**src/mcs_pkg.sv**
```systemverilog
// Package: field widths, register map and key codes of the mouse camera smoother.
`timescale 1ns / 1ps

package mcs_pkg;

  localparam int unsigned DATA_W   = 16;
  localparam int unsigned DZ_W     = 8;
  localparam int unsigned BTN_W    = 2;
  localparam int unsigned APB_W    = 32;
  localparam int unsigned PADDR_W  = 4;

  typedef logic [DATA_W-1:0]        word_t;
  typedef logic signed [DATA_W-1:0] sword_t;

  typedef enum logic [1:0] {
    REG_CENTER_X  = 2'd0,
    REG_CENTER_Y  = 2'd1,
    REG_DEAD_ZONE = 2'd2
  } reg_idx_t;

  localparam word_t          CENTER_X_RST  = 16'h0140;
  localparam word_t          CENTER_Y_RST  = 16'h0200;
  localparam logic [DZ_W-1:0] DEAD_ZONE_RST = 8'd5;

  localparam word_t  KEY_UP    = 16'h4800;
  localparam word_t  KEY_DOWN  = 16'h5000;
  localparam logic [7:0] KEY_SPACE = 8'h20;

  localparam sword_t DEPTH_GROW    = 16'sd10;
  localparam sword_t DEPTH_PULL    = 16'sd8;
  localparam sword_t DEPTH_FLOOR   = -16'sd8;
  localparam sword_t LATCH_DROP    = 16'sd64;
  localparam sword_t LATCH_FORCE   = -16'sd100;
  localparam sword_t KEY_NUDGE     = 16'sd8;

endpackage

```
**src/mcs_in_if.sv**
```systemverilog
// Interface: input item channel carrying one frame's mouse sample.
`timescale 1ns / 1ps

interface mcs_in_if;
  logic                           valid;
  logic                           ready;
  logic [mcs_pkg::DATA_W-1:0]     mouse_x;
  logic [mcs_pkg::DATA_W-1:0]     mouse_y;
  logic [mcs_pkg::BTN_W-1:0]      buttons;
  logic                           control_latch;
  logic [mcs_pkg::DATA_W-1:0]     key_code;

  modport source (output valid, mouse_x, mouse_y, buttons, control_latch, key_code,
                  input ready);
  modport sink   (input valid, mouse_x, mouse_y, buttons, control_latch, key_code,
                  output ready);
endinterface

```
**src/mcs_out_if.sv**
```systemverilog
// Interface: result item channel carrying camera pan, pitch and depth.
`timescale 1ns / 1ps

interface mcs_out_if;
  logic                               valid;
  logic                               ready;
  logic signed [mcs_pkg::DATA_W-1:0]  pan;
  logic signed [mcs_pkg::DATA_W-1:0]  pan_secondary;
  logic signed [mcs_pkg::DATA_W-1:0]  pitch;
  logic signed [mcs_pkg::DATA_W-1:0]  cam_depth;
  logic                               space_flag;

  modport source (output valid, pan, pan_secondary, pitch, cam_depth, space_flag,
                  input ready);
  modport sink   (input valid, pan, pan_secondary, pitch, cam_depth, space_flag,
                  output ready);
endinterface

```
**src/mouse_camera_smoother_core.sv**
```systemverilog
// Top level: mouse camera smoother with APB register port.
`timescale 1ns / 1ps

// Takes one mouse item per clock while the output is not stalled and returns
// one result item per input item. An accepted item lands in an input register;
// once the result side can take it, all of the centering, dead zone, smoothing
// and depth arithmetic runs in one pass and writes both the filter state and
// the result register. Throughput is one item per cycle while the output is not
// stalled, as the five 16-bit state registers update together. The result register
// holds under back pressure while a new item may still sit in the input
// register. Registers: center_x at 0x0, center_y at 0x4, dead_zone at 0x8;
// write only while the block is idle.
module mouse_camera_smoother_core (
  input  logic                          clk,
  input  logic                          rst_n,
  mcs_in_if.sink                        in_chan,
  mcs_out_if.source                     out_chan,
  input  logic                          psel,
  input  logic                          penable,
  input  logic                          pwrite,
  input  logic [mcs_pkg::PADDR_W-1:0]   paddr,
  input  logic [mcs_pkg::APB_W-1:0]     pwdata,
  output logic [mcs_pkg::APB_W-1:0]     prdata,
  output logic                          pready
);

  // configuration
  mcs_pkg::word_t             center_x_r;
  mcs_pkg::word_t             center_y_r;
  logic [mcs_pkg::DZ_W-1:0]   dead_zone_r;
  mcs_pkg::reg_idx_t          reg_sel;
  logic                       cfg_wr;

  assign pready  = 1'b1;
  assign reg_sel = mcs_pkg::reg_idx_t'(paddr[3:2]);
  assign cfg_wr  = psel && penable && pwrite;

  always_ff @(posedge clk) begin
    if (!rst_n) begin
      center_x_r  <= mcs_pkg::CENTER_X_RST;
      center_y_r  <= mcs_pkg::CENTER_Y_RST;
      dead_zone_r <= mcs_pkg::DEAD_ZONE_RST;
    end else if (cfg_wr) begin
      case (reg_sel)
        mcs_pkg::REG_CENTER_X:  center_x_r  <= pwdata[mcs_pkg::DATA_W-1:0];
        mcs_pkg::REG_CENTER_Y:  center_y_r  <= pwdata[mcs_pkg::DATA_W-1:0];
        mcs_pkg::REG_DEAD_ZONE: dead_zone_r <= pwdata[mcs_pkg::DZ_W-1:0];
        default: ;
      endcase
    end
  end

  always_comb begin
    case (reg_sel)
      mcs_pkg::REG_CENTER_X:  prdata = {{(mcs_pkg::APB_W-mcs_pkg::DATA_W){1'b0}}, center_x_r};
      mcs_pkg::REG_CENTER_Y:  prdata = {{(mcs_pkg::APB_W-mcs_pkg::DATA_W){1'b0}}, center_y_r};
      mcs_pkg::REG_DEAD_ZONE: prdata = {{(mcs_pkg::APB_W-mcs_pkg::DZ_W){1'b0}}, dead_zone_r};
      default:                prdata = '0;
    endcase
  end

  // input register
  logic                         s1_valid_r;
  mcs_pkg::word_t               s1_mouse_x_r;
  mcs_pkg::word_t               s1_mouse_y_r;
  logic [mcs_pkg::BTN_W-1:0]    s1_buttons_r;
  logic                         s1_latch_r;
  mcs_pkg::word_t               s1_key_r;

  logic out_valid_r;
  logic s2_take;
  logic s1_take;

  assign s2_take        = s1_valid_r && (!out_valid_r || out_chan.ready);
  assign in_chan.ready  = !s1_valid_r || !out_valid_r || out_chan.ready;
  assign s1_take        = in_chan.valid && in_chan.ready;

  always_ff @(posedge clk) begin
    if (!rst_n) begin
      s1_valid_r <= 1'b0;
    end else if (in_chan.ready) begin
      s1_valid_r <= in_chan.valid;
    end
  end

  always_ff @(posedge clk) begin
    if (s1_take) begin
      s1_mouse_x_r <= in_chan.mouse_x;
      s1_mouse_y_r <= in_chan.mouse_y;
      s1_buttons_r <= in_chan.buttons;
      s1_latch_r   <= in_chan.control_latch;
      s1_key_r     <= in_chan.key_code;
    end
  end

  // symmetric dead zone: inside [-dz, dz] collapses to zero
  function automatic mcs_pkg::sword_t dead_band(mcs_pkg::sword_t v,
                                                logic [mcs_pkg::DZ_W-1:0] dz);
    mcs_pkg::sword_t dz_s;
    mcs_pkg::sword_t lo;
    mcs_pkg::sword_t hi;
    dz_s = mcs_pkg::sword_t'({{(mcs_pkg::DATA_W-mcs_pkg::DZ_W){1'b0}}, dz});
    lo   = v - dz_s;
    hi   = v + dz_s;
    if (!lo[mcs_pkg::DATA_W-1]) begin
      dead_band = lo;
    end else if (!hi[mcs_pkg::DATA_W-1]) begin
      dead_band = '0;
    end else begin
      dead_band = hi;
    end
  endfunction

  // filter state
  mcs_pkg::sword_t filter_x_r, pan_r, pan2_r, pitch_r, depth_r;
  mcs_pkg::sword_t filter_x_nxt, pan_nxt, pan2_nxt, pitch_nxt, depth_nxt;
  logic            space_nxt;

  mcs_pkg::sword_t mx, my, h_half, h_dz, h_sm, h_scaled, h_sec;
  mcs_pkg::sword_t v_dz, v_dbl, v_sm;
  mcs_pkg::sword_t d_grow, d_decay, d_pull;

  always_comb begin
    // horizontal
    mx           = mcs_pkg::sword_t'(s1_mouse_x_r - center_x_r);
    h_half       = mx >>> 1;
    h_dz         = dead_band(h_half, dead_zone_r);
    h_sm         = (h_dz - filter_x_r) >>> 1;
    filter_x_nxt = h_sm;
    pan_nxt      = pan_r + h_sm;
    h_scaled     = h_sm <<< 3;
    h_sec        = (h_scaled - pan2_r) >>> 1;
    pan2_nxt     = pan2_r + h_sec;

    // vertical, inverted
    my           = mcs_pkg::sword_t'(s1_mouse_y_r - center_y_r);
    v_dz         = dead_band(-my, dead_zone_r);
    v_dbl        = v_dz <<< 1;
    v_sm         = (v_dbl - pitch_r) >>> 4;
    pitch_nxt    = pitch_r + v_sm;

    // depth step
    d_grow  = s1_buttons_r[0] ? depth_r + mcs_pkg::DEPTH_GROW : depth_r;
    d_decay = s1_buttons_r[1] ? d_grow - (d_grow >>> 3) - 16'sd1 : d_grow;
    if (d_decay <= mcs_pkg::DEPTH_FLOOR) begin
      d_pull = s1_latch_r ? d_decay + mcs_pkg::DEPTH_PULL - mcs_pkg::LATCH_DROP
                          : d_decay + mcs_pkg::DEPTH_PULL;
    end else if (s1_latch_r) begin
      d_pull = mcs_pkg::LATCH_FORCE;
    end else begin
      d_pull = d_decay;
    end

    space_nxt = 1'b0;
    if (s1_key_r == mcs_pkg::KEY_UP) begin
      depth_nxt = d_pull + mcs_pkg::KEY_NUDGE;
    end else if (s1_key_r == mcs_pkg::KEY_DOWN) begin
      depth_nxt = d_pull - mcs_pkg::KEY_NUDGE;
    end else begin
      depth_nxt = d_pull;
      space_nxt = (s1_key_r[7:0] == mcs_pkg::KEY_SPACE);
    end
  end

  always_ff @(posedge clk) begin
    if (!rst_n) begin
      filter_x_r <= '0;
      pan_r      <= '0;
      pan2_r     <= '0;
      pitch_r    <= '0;
      depth_r    <= '0;
    end else if (s2_take) begin
      filter_x_r <= filter_x_nxt;
      pan_r      <= pan_nxt;
      pan2_r     <= pan2_nxt;
      pitch_r    <= pitch_nxt;
      depth_r    <= depth_nxt;
    end
  end

  // result register
  logic space_r;

  always_ff @(posedge clk) begin
    if (!rst_n) begin
      out_valid_r <= 1'b0;
    end else if (!out_valid_r || out_chan.ready) begin
      out_valid_r <= s1_valid_r;
    end
  end

  always_ff @(posedge clk) begin
    if (s2_take) begin
      space_r <= space_nxt;
    end
  end

  // the state registers hold exactly the last item's results
  assign out_chan.valid         = out_valid_r;
  assign out_chan.pan           = pan_r;
  assign out_chan.pan_secondary = pan2_r;
  assign out_chan.pitch         = pitch_r;
  assign out_chan.cam_depth     = depth_r;
  assign out_chan.space_flag    = space_r;

endmodule
```
**src/flat_wrapper.sv**
```systemverilog
// flat-port wrapper written by rule: the top's interface ports become plain ports
module mouse_camera_smoother_core_flat 
  (clk, rst_n, psel, penable, pwrite, paddr, pwdata, prdata, pready, in_chan_valid, in_chan_mouse_x, in_chan_mouse_y, in_chan_buttons, in_chan_control_latch, in_chan_key_code, in_chan_ready, out_chan_valid, out_chan_pan, out_chan_pan_secondary, out_chan_pitch, out_chan_cam_depth, out_chan_space_flag, out_chan_ready);
  mcs_in_if in_chan_i ();
  mcs_out_if out_chan_i ();
  input  logic clk;
  input  logic rst_n;
  input  logic psel;
  input  logic penable;
  input  logic pwrite;
  input  logic [mcs_pkg::PADDR_W-1:0] paddr;
  input  logic [mcs_pkg::APB_W-1:0] pwdata;
  output logic [mcs_pkg::APB_W-1:0] prdata;
  output logic pready;
  input wire logic [$bits(in_chan_i.valid)-1:0] in_chan_valid;
  input wire logic [$bits(in_chan_i.mouse_x)-1:0] in_chan_mouse_x;
  input wire logic [$bits(in_chan_i.mouse_y)-1:0] in_chan_mouse_y;
  input wire logic [$bits(in_chan_i.buttons)-1:0] in_chan_buttons;
  input wire logic [$bits(in_chan_i.control_latch)-1:0] in_chan_control_latch;
  input wire logic [$bits(in_chan_i.key_code)-1:0] in_chan_key_code;
  output wire logic [$bits(in_chan_i.ready)-1:0] in_chan_ready;
  output wire logic [$bits(out_chan_i.valid)-1:0] out_chan_valid;
  output wire logic [$bits(out_chan_i.pan)-1:0] out_chan_pan;
  output wire logic [$bits(out_chan_i.pan_secondary)-1:0] out_chan_pan_secondary;
  output wire logic [$bits(out_chan_i.pitch)-1:0] out_chan_pitch;
  output wire logic [$bits(out_chan_i.cam_depth)-1:0] out_chan_cam_depth;
  output wire logic [$bits(out_chan_i.space_flag)-1:0] out_chan_space_flag;
  input wire logic [$bits(out_chan_i.ready)-1:0] out_chan_ready;
  assign in_chan_i.valid = in_chan_valid;
  assign in_chan_i.mouse_x = in_chan_mouse_x;
  assign in_chan_i.mouse_y = in_chan_mouse_y;
  assign in_chan_i.buttons = in_chan_buttons;
  assign in_chan_i.control_latch = in_chan_control_latch;
  assign in_chan_i.key_code = in_chan_key_code;
  assign in_chan_ready = in_chan_i.ready;
  assign out_chan_valid = out_chan_i.valid;
  assign out_chan_pan = out_chan_i.pan;
  assign out_chan_pan_secondary = out_chan_i.pan_secondary;
  assign out_chan_pitch = out_chan_i.pitch;
  assign out_chan_cam_depth = out_chan_i.cam_depth;
  assign out_chan_space_flag = out_chan_i.space_flag;
  assign out_chan_i.ready = out_chan_ready;
  mouse_camera_smoother_core u_core (.clk(clk), .rst_n(rst_n), .in_chan(in_chan_i), .out_chan(out_chan_i), .psel(psel), .penable(penable), .pwrite(pwrite), .paddr(paddr), .pwdata(pwdata), .prdata(prdata), .pready(pready));
endmodule
```
**config.mk**
```make
export PLATFORM = sky130hd
export DESIGN_NAME = mouse_camera_smoother_core_flat
export DESIGN_NICKNAME = d
export VERILOG_FILES = /design/src/mcs_pkg.sv /design/src/mcs_in_if.sv /design/src/mcs_out_if.sv /design/src/mouse_camera_smoother_core.sv /design/src/flat_wrapper.sv
export SDC_FILE = /design/constraint.sdc
export NUM_CORES = 1
export LEC_CHECK = 0
export ABC_AREA = 1
export BUFFER_PORTS_ARGS = -buffer_cell sky130_fd_sc_hd__buf_2
export CAP_MARGIN = 10
export CORE_UTILIZATION = 55
export CTS_CLUSTER_SIZE = 20
export DETAILED_ROUTE_END_ITERATION = 8
export GPL_ROUTABILITY_DRIVEN = 0
export PLACE_DENSITY = 0.88
export SYNTH_ARGS = -nofsm -noshare
export SYNTH_HDL_FRONTEND = slang
export SYNTH_SLANG_ARGS = --single-unit
```
**constraint.sdc**
```tcl
create_clock -name clk -period 7 [get_ports clk]
set_input_delay 0.7 -clock clk [delete_from_list [all_inputs] [get_ports clk]]
set_output_delay 0.7 -clock clk [all_outputs]
set_load 0.01 [all_outputs]
```
==> results.yml, run 1 <==
setup_path:
  cp_data_arrival_time_ns: 7.42
  start_kind: "register"
  worst_path_largest_cell_delay_ns: 0.36
  r2r_cells: 47
  end_kind: "register"
  worstReg2RegEnd: "u_core.out_chan.pan_secondary[15]"
  critPathMaxFanout: 5
  cp_common_cell: "nand2_1"
  worst_ep_required_time_ns: 7.40
  path_delay_family: "simple AND/OR/NAND/NOR gates"
  worstSetupPathType: "register to register"
  r2r_slack_ns: -0.03
  cp_num_buf_inv: 6
  r2r-start: "u_core.s1_mouse_x_r[0]"
  crit_slowest_cell: "fa_2"
timing:
  finalCriticalPeriod_ns: 7.026
  setup-tns-final_ns: -0.02649
  slew_viol_final: 0
  finalSetupViolCount: 1
  finalCritPeriodShare: 1.004
  tightest_slew_ns: 1.136
  setup_slack_ns: -0.02649
  relSlewSlack: 0.2419
  clock.fmax_ghz: 0.1423
  timing_hold_violations_final: 0
  rsz0062_at_grt: "true"
  skew_ns: 0.01146
global_routing:
  grt_usage: 0.2838
  antenna_found_initial: 0
  grtUsageMet3: 0.04134
  grt_max_degree: 104
  grt_busiest_layer: "met2"
  met2_usage: 0.4894
  grt_pass1_wl_um: 70990
  grt_pass1_vias: 15755
  grtUsageMet1: 0.3374
  grt_overflow_total: 0
synth:
  seq_area_frac_synth: 0.2443
  synth_edf_count: 52
  synth_cell_types: 52
  async_flop_share: 0
  yosys_warnings: 0
  netlist_area_mm2: 0.01631
  avgSynthCellArea_um2: 6.778
  synthCells: 2406
  synth_seq_cells: 173
  synth_flop_cell: "dfxtp_1"
flow_run:
  maxCapViolations: 0
pwr:
  p_leak_nw: 9.678
  sequentialPowerShare: 0.170
  p_int_mw: 3.773
  netSwitchingFraction: 0.4859
  max-vdd-ir-drop_mv: 0.3218
  pwr-share-comb: 0.693
  power.density_mw_per_mm2: 390.3
  power.switching_mw: 3.566
  clkPwrFrac: 0.137
run_status:
  violations: "setup timing"
  status: "complete, but fails checks"
route:
  wire_per_inst_um: 15.30
  routed_wl_um: 45700
  initialDrtViolationCount: 1474
  via_count: 16981
  firstDrtPassIters: 9
  ant_nets: 0
  drcViolationCount: 0
  avgViaCountPerCell: 5.685
floorplan:
  die_area_mm2: 0.03034
  ios: 194
  rows: 62
  die_h_um: 174.2
  coreArea_mm2: 0.02894
  start_util: 0.5636
  die_w_um: 174.2
clocking:
  cts.clk_slew.worst_paths_ns: 0.08
  cts_buffers: 17
  h-tree-depth: 4
  clock_sinks: 173
  cts_root_buf: "clkbuf_16"
  cts_tree: "done"
  clockBufferDepth: 2
  clock_latency_ns: 0.46
cells_and_area:
  diodes: 0
  final_cell_mix: "nand2_1 (466), inv_1 (375), a21oi_1 (196)"
  nNetsFinal: 2867
  final_core_util: 0.6498
  layout-drive-gt1-share: 0.1587
  area_growth_pct: 15.30
  final_common_cell: "nand2_1"
hold_path:
  worst_hold_path_type: "input port to register"
  holdPathStages: 1
  hold_end: "u_core.s1_mouse_x_r[4]"
  hp-start: "in_chan_mouse_x[4]"
place:
  dp_hpwl_um: 33380
  io_buffers: 158
  dp_slack_ns: -0.2842
-- cells by family (layout without fill, tap and decap cells) --
family	count (synthesis)	in the layout	share of synthesized area
compound gates	483	483	0.1624
fa+ha+maj	183	183	0.1455
xor+xnor	141	141	0.07573
simple gates	961	961	0.2596
buf+inv	463	645	0.1119
other cells	2	17	0.0004605
flops	173	173	0.2443
-- power groups by stage --
stage | Clock [mW] | Combinational [mW] | Sequential, mW
2_1_floorplan | 0 | 3.56 | 1.27
3_3_place_gp | 0 | 4.30 | 1.26
3_5_place_dp | 0 | 4.54 | 1.27
4_1_cts | 1.01 | 4.67 | 1.24
5_1_grt | 1.04 | 5.66 | 1.26
6_report | 1.01 | 5.08 | 1.25
-- metal layers --
metal / part of all wire / vias to the layer above / wire [um]
li1: - / 8223 / -
met1: 0.40 / 7677 / 18140
met2: 0.47 / 904 / 21610
met3: 0.080 / 177 / 3671
met4: 0.050 / 0 / 2284
met5: 0 / - / 0
-- stage by stage --
step / area, um^2 / hold slack (ns) / std cells / power, mW
floorplan: 16360 / 0.4438 / 2421 / 4.836
global placement: 17560 / 0.4667 / 2932 / 5.560
detailed placement: 17560 / 0.4747 / 2932 / 5.802
CTS: 18320 / 0.3986 / 2972 / 6.918
global route: 18800 / 0.4042 / 2987 / 7.960
finish: 18800 / 0.4126 / 2987 / 7.338
-- registers in the layout (all words and copies together) (netlist names) --
register	flops
u_core.center_x_r	16
u_core.center_y_r	16
u_core.out_chan.cam_depth	16
u_core.out_chan.pan	16
u_core.out_chan.pan_secondary	16
u_core.out_chan.pitch	16
u_core.s1_key_r	16
u_core.s1_mouse_x_r	16
u_core.s1_mouse_y_r	16
u_core.filter_x_r	15
u_core.dead_zone_r	8
u_core.s1_buttons_r	2
u_core.out_chan.space_flag	1
u_core.out_chan.valid	1
u_core.s1_latch_r	1
u_core.s1_valid_r	1
-- cell usage after synthesis (3+ instances only) --
cell type | instances | area (um^2)
clkinv_1 | 5 | 18.77
nand3_2 | 4 | 40.04
a21boi_0 | 3 | 22.52
o31ai_1 | 7 | 52.55
inv_2 | 15 | 56.30
buf_2 | 4 | 20.02
nand2_4 | 9 | 101.4
nand3_1 | 158 | 790.8
o21ai_2 | 5 | 43.79
a21oi_1 | 213 | 1066
fa_1 | 11 | 220.2
o221ai_1 | 11 | 96.34
inv_1 | 381 | 1430
nand2_1 | 486 | 1824
ha_1 | 172 | 2152
buf_1 | 10 | 37.54
nand3b_1 | 9 | 67.56
edfxtp_1 | 52 | 1562
o21ai_1 | 10 | 50.05
and2_1 | 3 | 18.77
a31oi_1 | 4 | 25.02
o211ai_1 | 8 | 60.06
buf_4 | 17 | 127.6
o21ai_0 | 177 | 885.9
nand4_1 | 40 | 250.2
o21bai_1 | 14 | 105.1
a31o_2 | 3 | 26.28
o22ai_1 | 12 | 75.07
nor4_1 | 8 | 50.05
nor2_4 | 7 | 78.83
nor2_1 | 196 | 735.7
nor3_1 | 15 | 75.07
xnor2_1 | 35 | 306.5
xor2_1 | 106 | 928.4
nand2_2 | 18 | 112.6
clkbuf_1 | 29 | 108.9
dfxtp_1 | 121 | 2422
a21o_1 | 10 | 75.07
-- worst reg2reg max path: cells and delay by family, from the launching register on --
family	cells	cell delay, ns
AND/OR/NAND/NOR	26	2.75
AO/OA/AOI/OAI	7	1.00
buffers and inverters	6	0.55
adder cells (fa/ha/maj)	5	1.65
XOR/XNOR	3	0.71
flip-flops	1	0.32
-- how the worst max path moves through the flow --
| stage | start | end | slack (ns) | depth (start not counted) |
|---|---|---|---|---|
| floorplan | u_core.center_y_r[0] | u_core.out_chan.pitch[15] | 0.15 | 63 |
| global placement | u_core.center_y_r[0] | u_core.out_chan.pitch[15] | 0.04 | 61 |
| detailed placement | u_core.center_y_r[0] | u_core.out_chan.pitch[15] | -0.28 | 61 |
| CTS | u_core.s1_mouse_x_r[0] | u_core.out_chan.pan_secondary[15] | -0.02 | 45 |
| global route | u_core.s1_mouse_x_r[0] | u_core.out_chan.pan_secondary[15] | -0.51 | 46 |
| finish | u_core.s1_mouse_x_r[0] | u_core.out_chan.pan_secondary[15] | -0.03 | 47 |
-- cell type report --
type	count	area, um^2
clock buffer	21	504.2
timing repair buffer	211	1189
tap	384	480.5
sequential	173	3984
multi-input combinational	1785	11020
inverter	402	1511
fill	2278	10130
clock inverter	11	111.4
-- timing repair --
action,in CTS,in global routing
hold buffers,0,0
setup buffers,8,15
gates resized for setup,30,95
pin swaps,9,23
endpoints found under the setup margin,4,16
Note: power is estimated with default switching activity, not from simulation.
==> run 2, diff against run 1 <==
- CTS_BUF_LIST: unset -> sky130_fd_sc_hd__clkbuf_8 sky130_fd_sc_hd__clkbuf_16
==> run 2 against run 1 <==
Count of clock-buffer cells in the layout down 1. The flow still finishes with violations (setup timing). Critical endpoint unchanged. Fmax about the same. Highest routed layer unchanged. Power about the same. Utilization unchanged. Sequential cell count unchanged. Via count about the same. Design area unchanged. Sequential power about the same. Largest cell class unchanged. Largest power group unchanged.
==> results.yml, run 2 (synthesized netlist as in run 1, its figures left out) <==
timing:
  tightest_slew_ns: 1.133
  setup_slack_ns: -0.03082
  clock.fmax_ghz: 0.1422
  rsz0062_at_grt: "true"
  finalSetupViolCount: 1
  relSlewSlack: 0.2433
  finalCriticalPeriod_ns: 7.031
  finalCritPeriodShare: 1.004
  slew_viol_final: 0
  timing_hold_violations_final: 0
  skew_ns: 0.01157
hold_path:
  worst_hold_path_type: "input port to register"
  hp-start: "in_chan_mouse_x[4]"
  holdPathStages: 1
  hold_end: "u_core.s1_mouse_x_r[4]"
floorplan:
  ios: 194
  rows: 62
  die_area_mm2: 0.03034
  start_util: 0.5636
  coreArea_mm2: 0.02894
  die_h_um: 174.2
  die_w_um: 174.2
place:
  dp_slack_ns: -0.2842
  dp_hpwl_um: 33380
  dp_cells: 2932
  io_buffers: 158
route:
  firstDrtPassIters: 9
  via_count: 16966
  initialDrtViolationCount: 1474
  avgViaCountPerCell: 5.680
  ant_nets: 0
  routed_wl_um: 45740
  drcViolationCount: 0
  wire_per_inst_um: 15.31
clocking:
  clock_sinks: 173
  cts_buffers: 17
  hold_buffers: 0
  clockBufferDepth: 2
  cts.clk_slew.worst_paths_ns: 0.08
  clock_latency_ns: 0.46
  cts_root_buf: "clkbuf_16"
  cts_tree: "done"
  h-tree-depth: 4
pwr:
  p_total_mw: 7.338
  p_leak_nw: 9.683
  max-vdd-ir-drop_mv: 0.3218
  power.density_mw_per_mm2: 390.3
setup_path:
  critPathMaxFanout: 5
  worstReg2RegEnd: "u_core.out_chan.pan_secondary[15]"
  end_kind: "register"
  r2r-start: "u_core.s1_mouse_x_r[0]"
  cp_common_cell: "nand2_1"
  r2r_slack_ns: -0.03
  start_kind: "register"
  r2r_cells: 47
  worst_ep_required_time_ns: 7.40
  cp_data_arrival_time_ns: 7.43
  worst_path_largest_cell_delay_ns: 0.36
  crit_slowest_cell: "fa_2"
  worstSetupPathType: "register to register"
cells_and_area:
  nNetsFinal: 2867
  area_growth_pct: 15.30
  final_core_util: 0.6498
  layout-drive-gt1-share: 0.1587
  layoutNonFillerInstCount: 2987
  final_common_cell: "nand2_1"
  final_cell_mix: "nand2_1 (466), inv_1 (376), a21oi_1 (196)"
  diodes: 0
global_routing:
  grt_usage: 0.2838
  grt_overflow_total: 0
  grt_pass1_vias: 15755
  antenna_found_initial: 0
  grt_max_degree: 104
  grt_pass1_wl_um: 70990
run_status:
  violations: "setup timing"
  status: "complete, but fails checks"
flow_run:
  maxCapViolations: 0
[run 2: cell types whose count changed in the layout (fill, tap and decap cells not counted), sizes merged]
| cell | previous run | this run |
|---|---|---|
| clkbuf | 21 | 20 |
| inv | 405 | 406 |
[run 2: cell type report]
cell class	instances	area (um^2)
Tap cell	384	480.5
Timing Repair Buffer	211	1189
Multi-Input combinational cell	1785	11020
Clock inverter	12	115.1
Fill cell	2278	10130
Sequential cell	173	3984
Inverter	402	1511
Clock buffer	20	500.5
[run 2: layer usage]
metal | track usage | vias to the layer above | part of all wire
li1 | - | 8226 | -
met1 | 0.3374 | 7682 | 0.40
met2 | 0.4894 | 883 | 0.47
met3 | 0.04134 | 175 | 0.080
met4 | 0.1583 | 0 | 0.050
met5 | 0 | - | 0
[run 2: critical path, delay by kind of cell, from the launching register on]
kind	cells	cell delay (ns)
xor gates and xnor gates	3	0.71
adders and majority gates	5	1.65
AOI/OAI and AO/OA	7	0.99
buffers and inverters	6	0.55
and+or+nand+nor	26	2.73
DFF	1	0.32
[run 2: timing repair]
item,CTS,global route
pin swaps,9,23
buffers inserted,8,15
setup endpoints to repair,4,16
gates resized for setup,30,95
[run 2: per-stage QoR]
stage	cell area, um^2	setup TNS, ns	hold slack, ns
finish	18800	-0.03082	0.4121
global route	18800	-1.426	0.4041
CTS	18320	-0.02275	0.3986
detailed placement	17560	-0.6096	0.4747
global placement	17560	0	0.4667
floorplan	16360	0	0.4438
[run 2: report_power, final]
part           leakage [nW]  switching, mW  internal [mW]
Clock                 0.309          0.472          0.534
Combinational          7.88           2.99           2.09
Sequential             1.50          0.102           1.15
[run 2: worst max-delay path by stage]
stage | startpoint | endpoint | slack, ns | cells past startpoint
floorplan | u_core.center_y_r[0] | u_core.out_chan.pitch[15] | 0.15 | 63
global placement | u_core.center_y_r[0] | u_core.out_chan.pitch[15] | 0.04 | 61
detailed placement | u_core.center_y_r[0] | u_core.out_chan.pitch[15] | -0.28 | 61
CTS | u_core.s1_mouse_x_r[0] | u_core.out_chan.pan_secondary[15] | -0.02 | 45
global route | u_core.s1_mouse_x_r[0] | u_core.out_chan.pan_secondary[15] | -0.51 | 46
finish | u_core.s1_mouse_x_r[0] | u_core.out_chan.pan_secondary[15] | -0.03 | 47
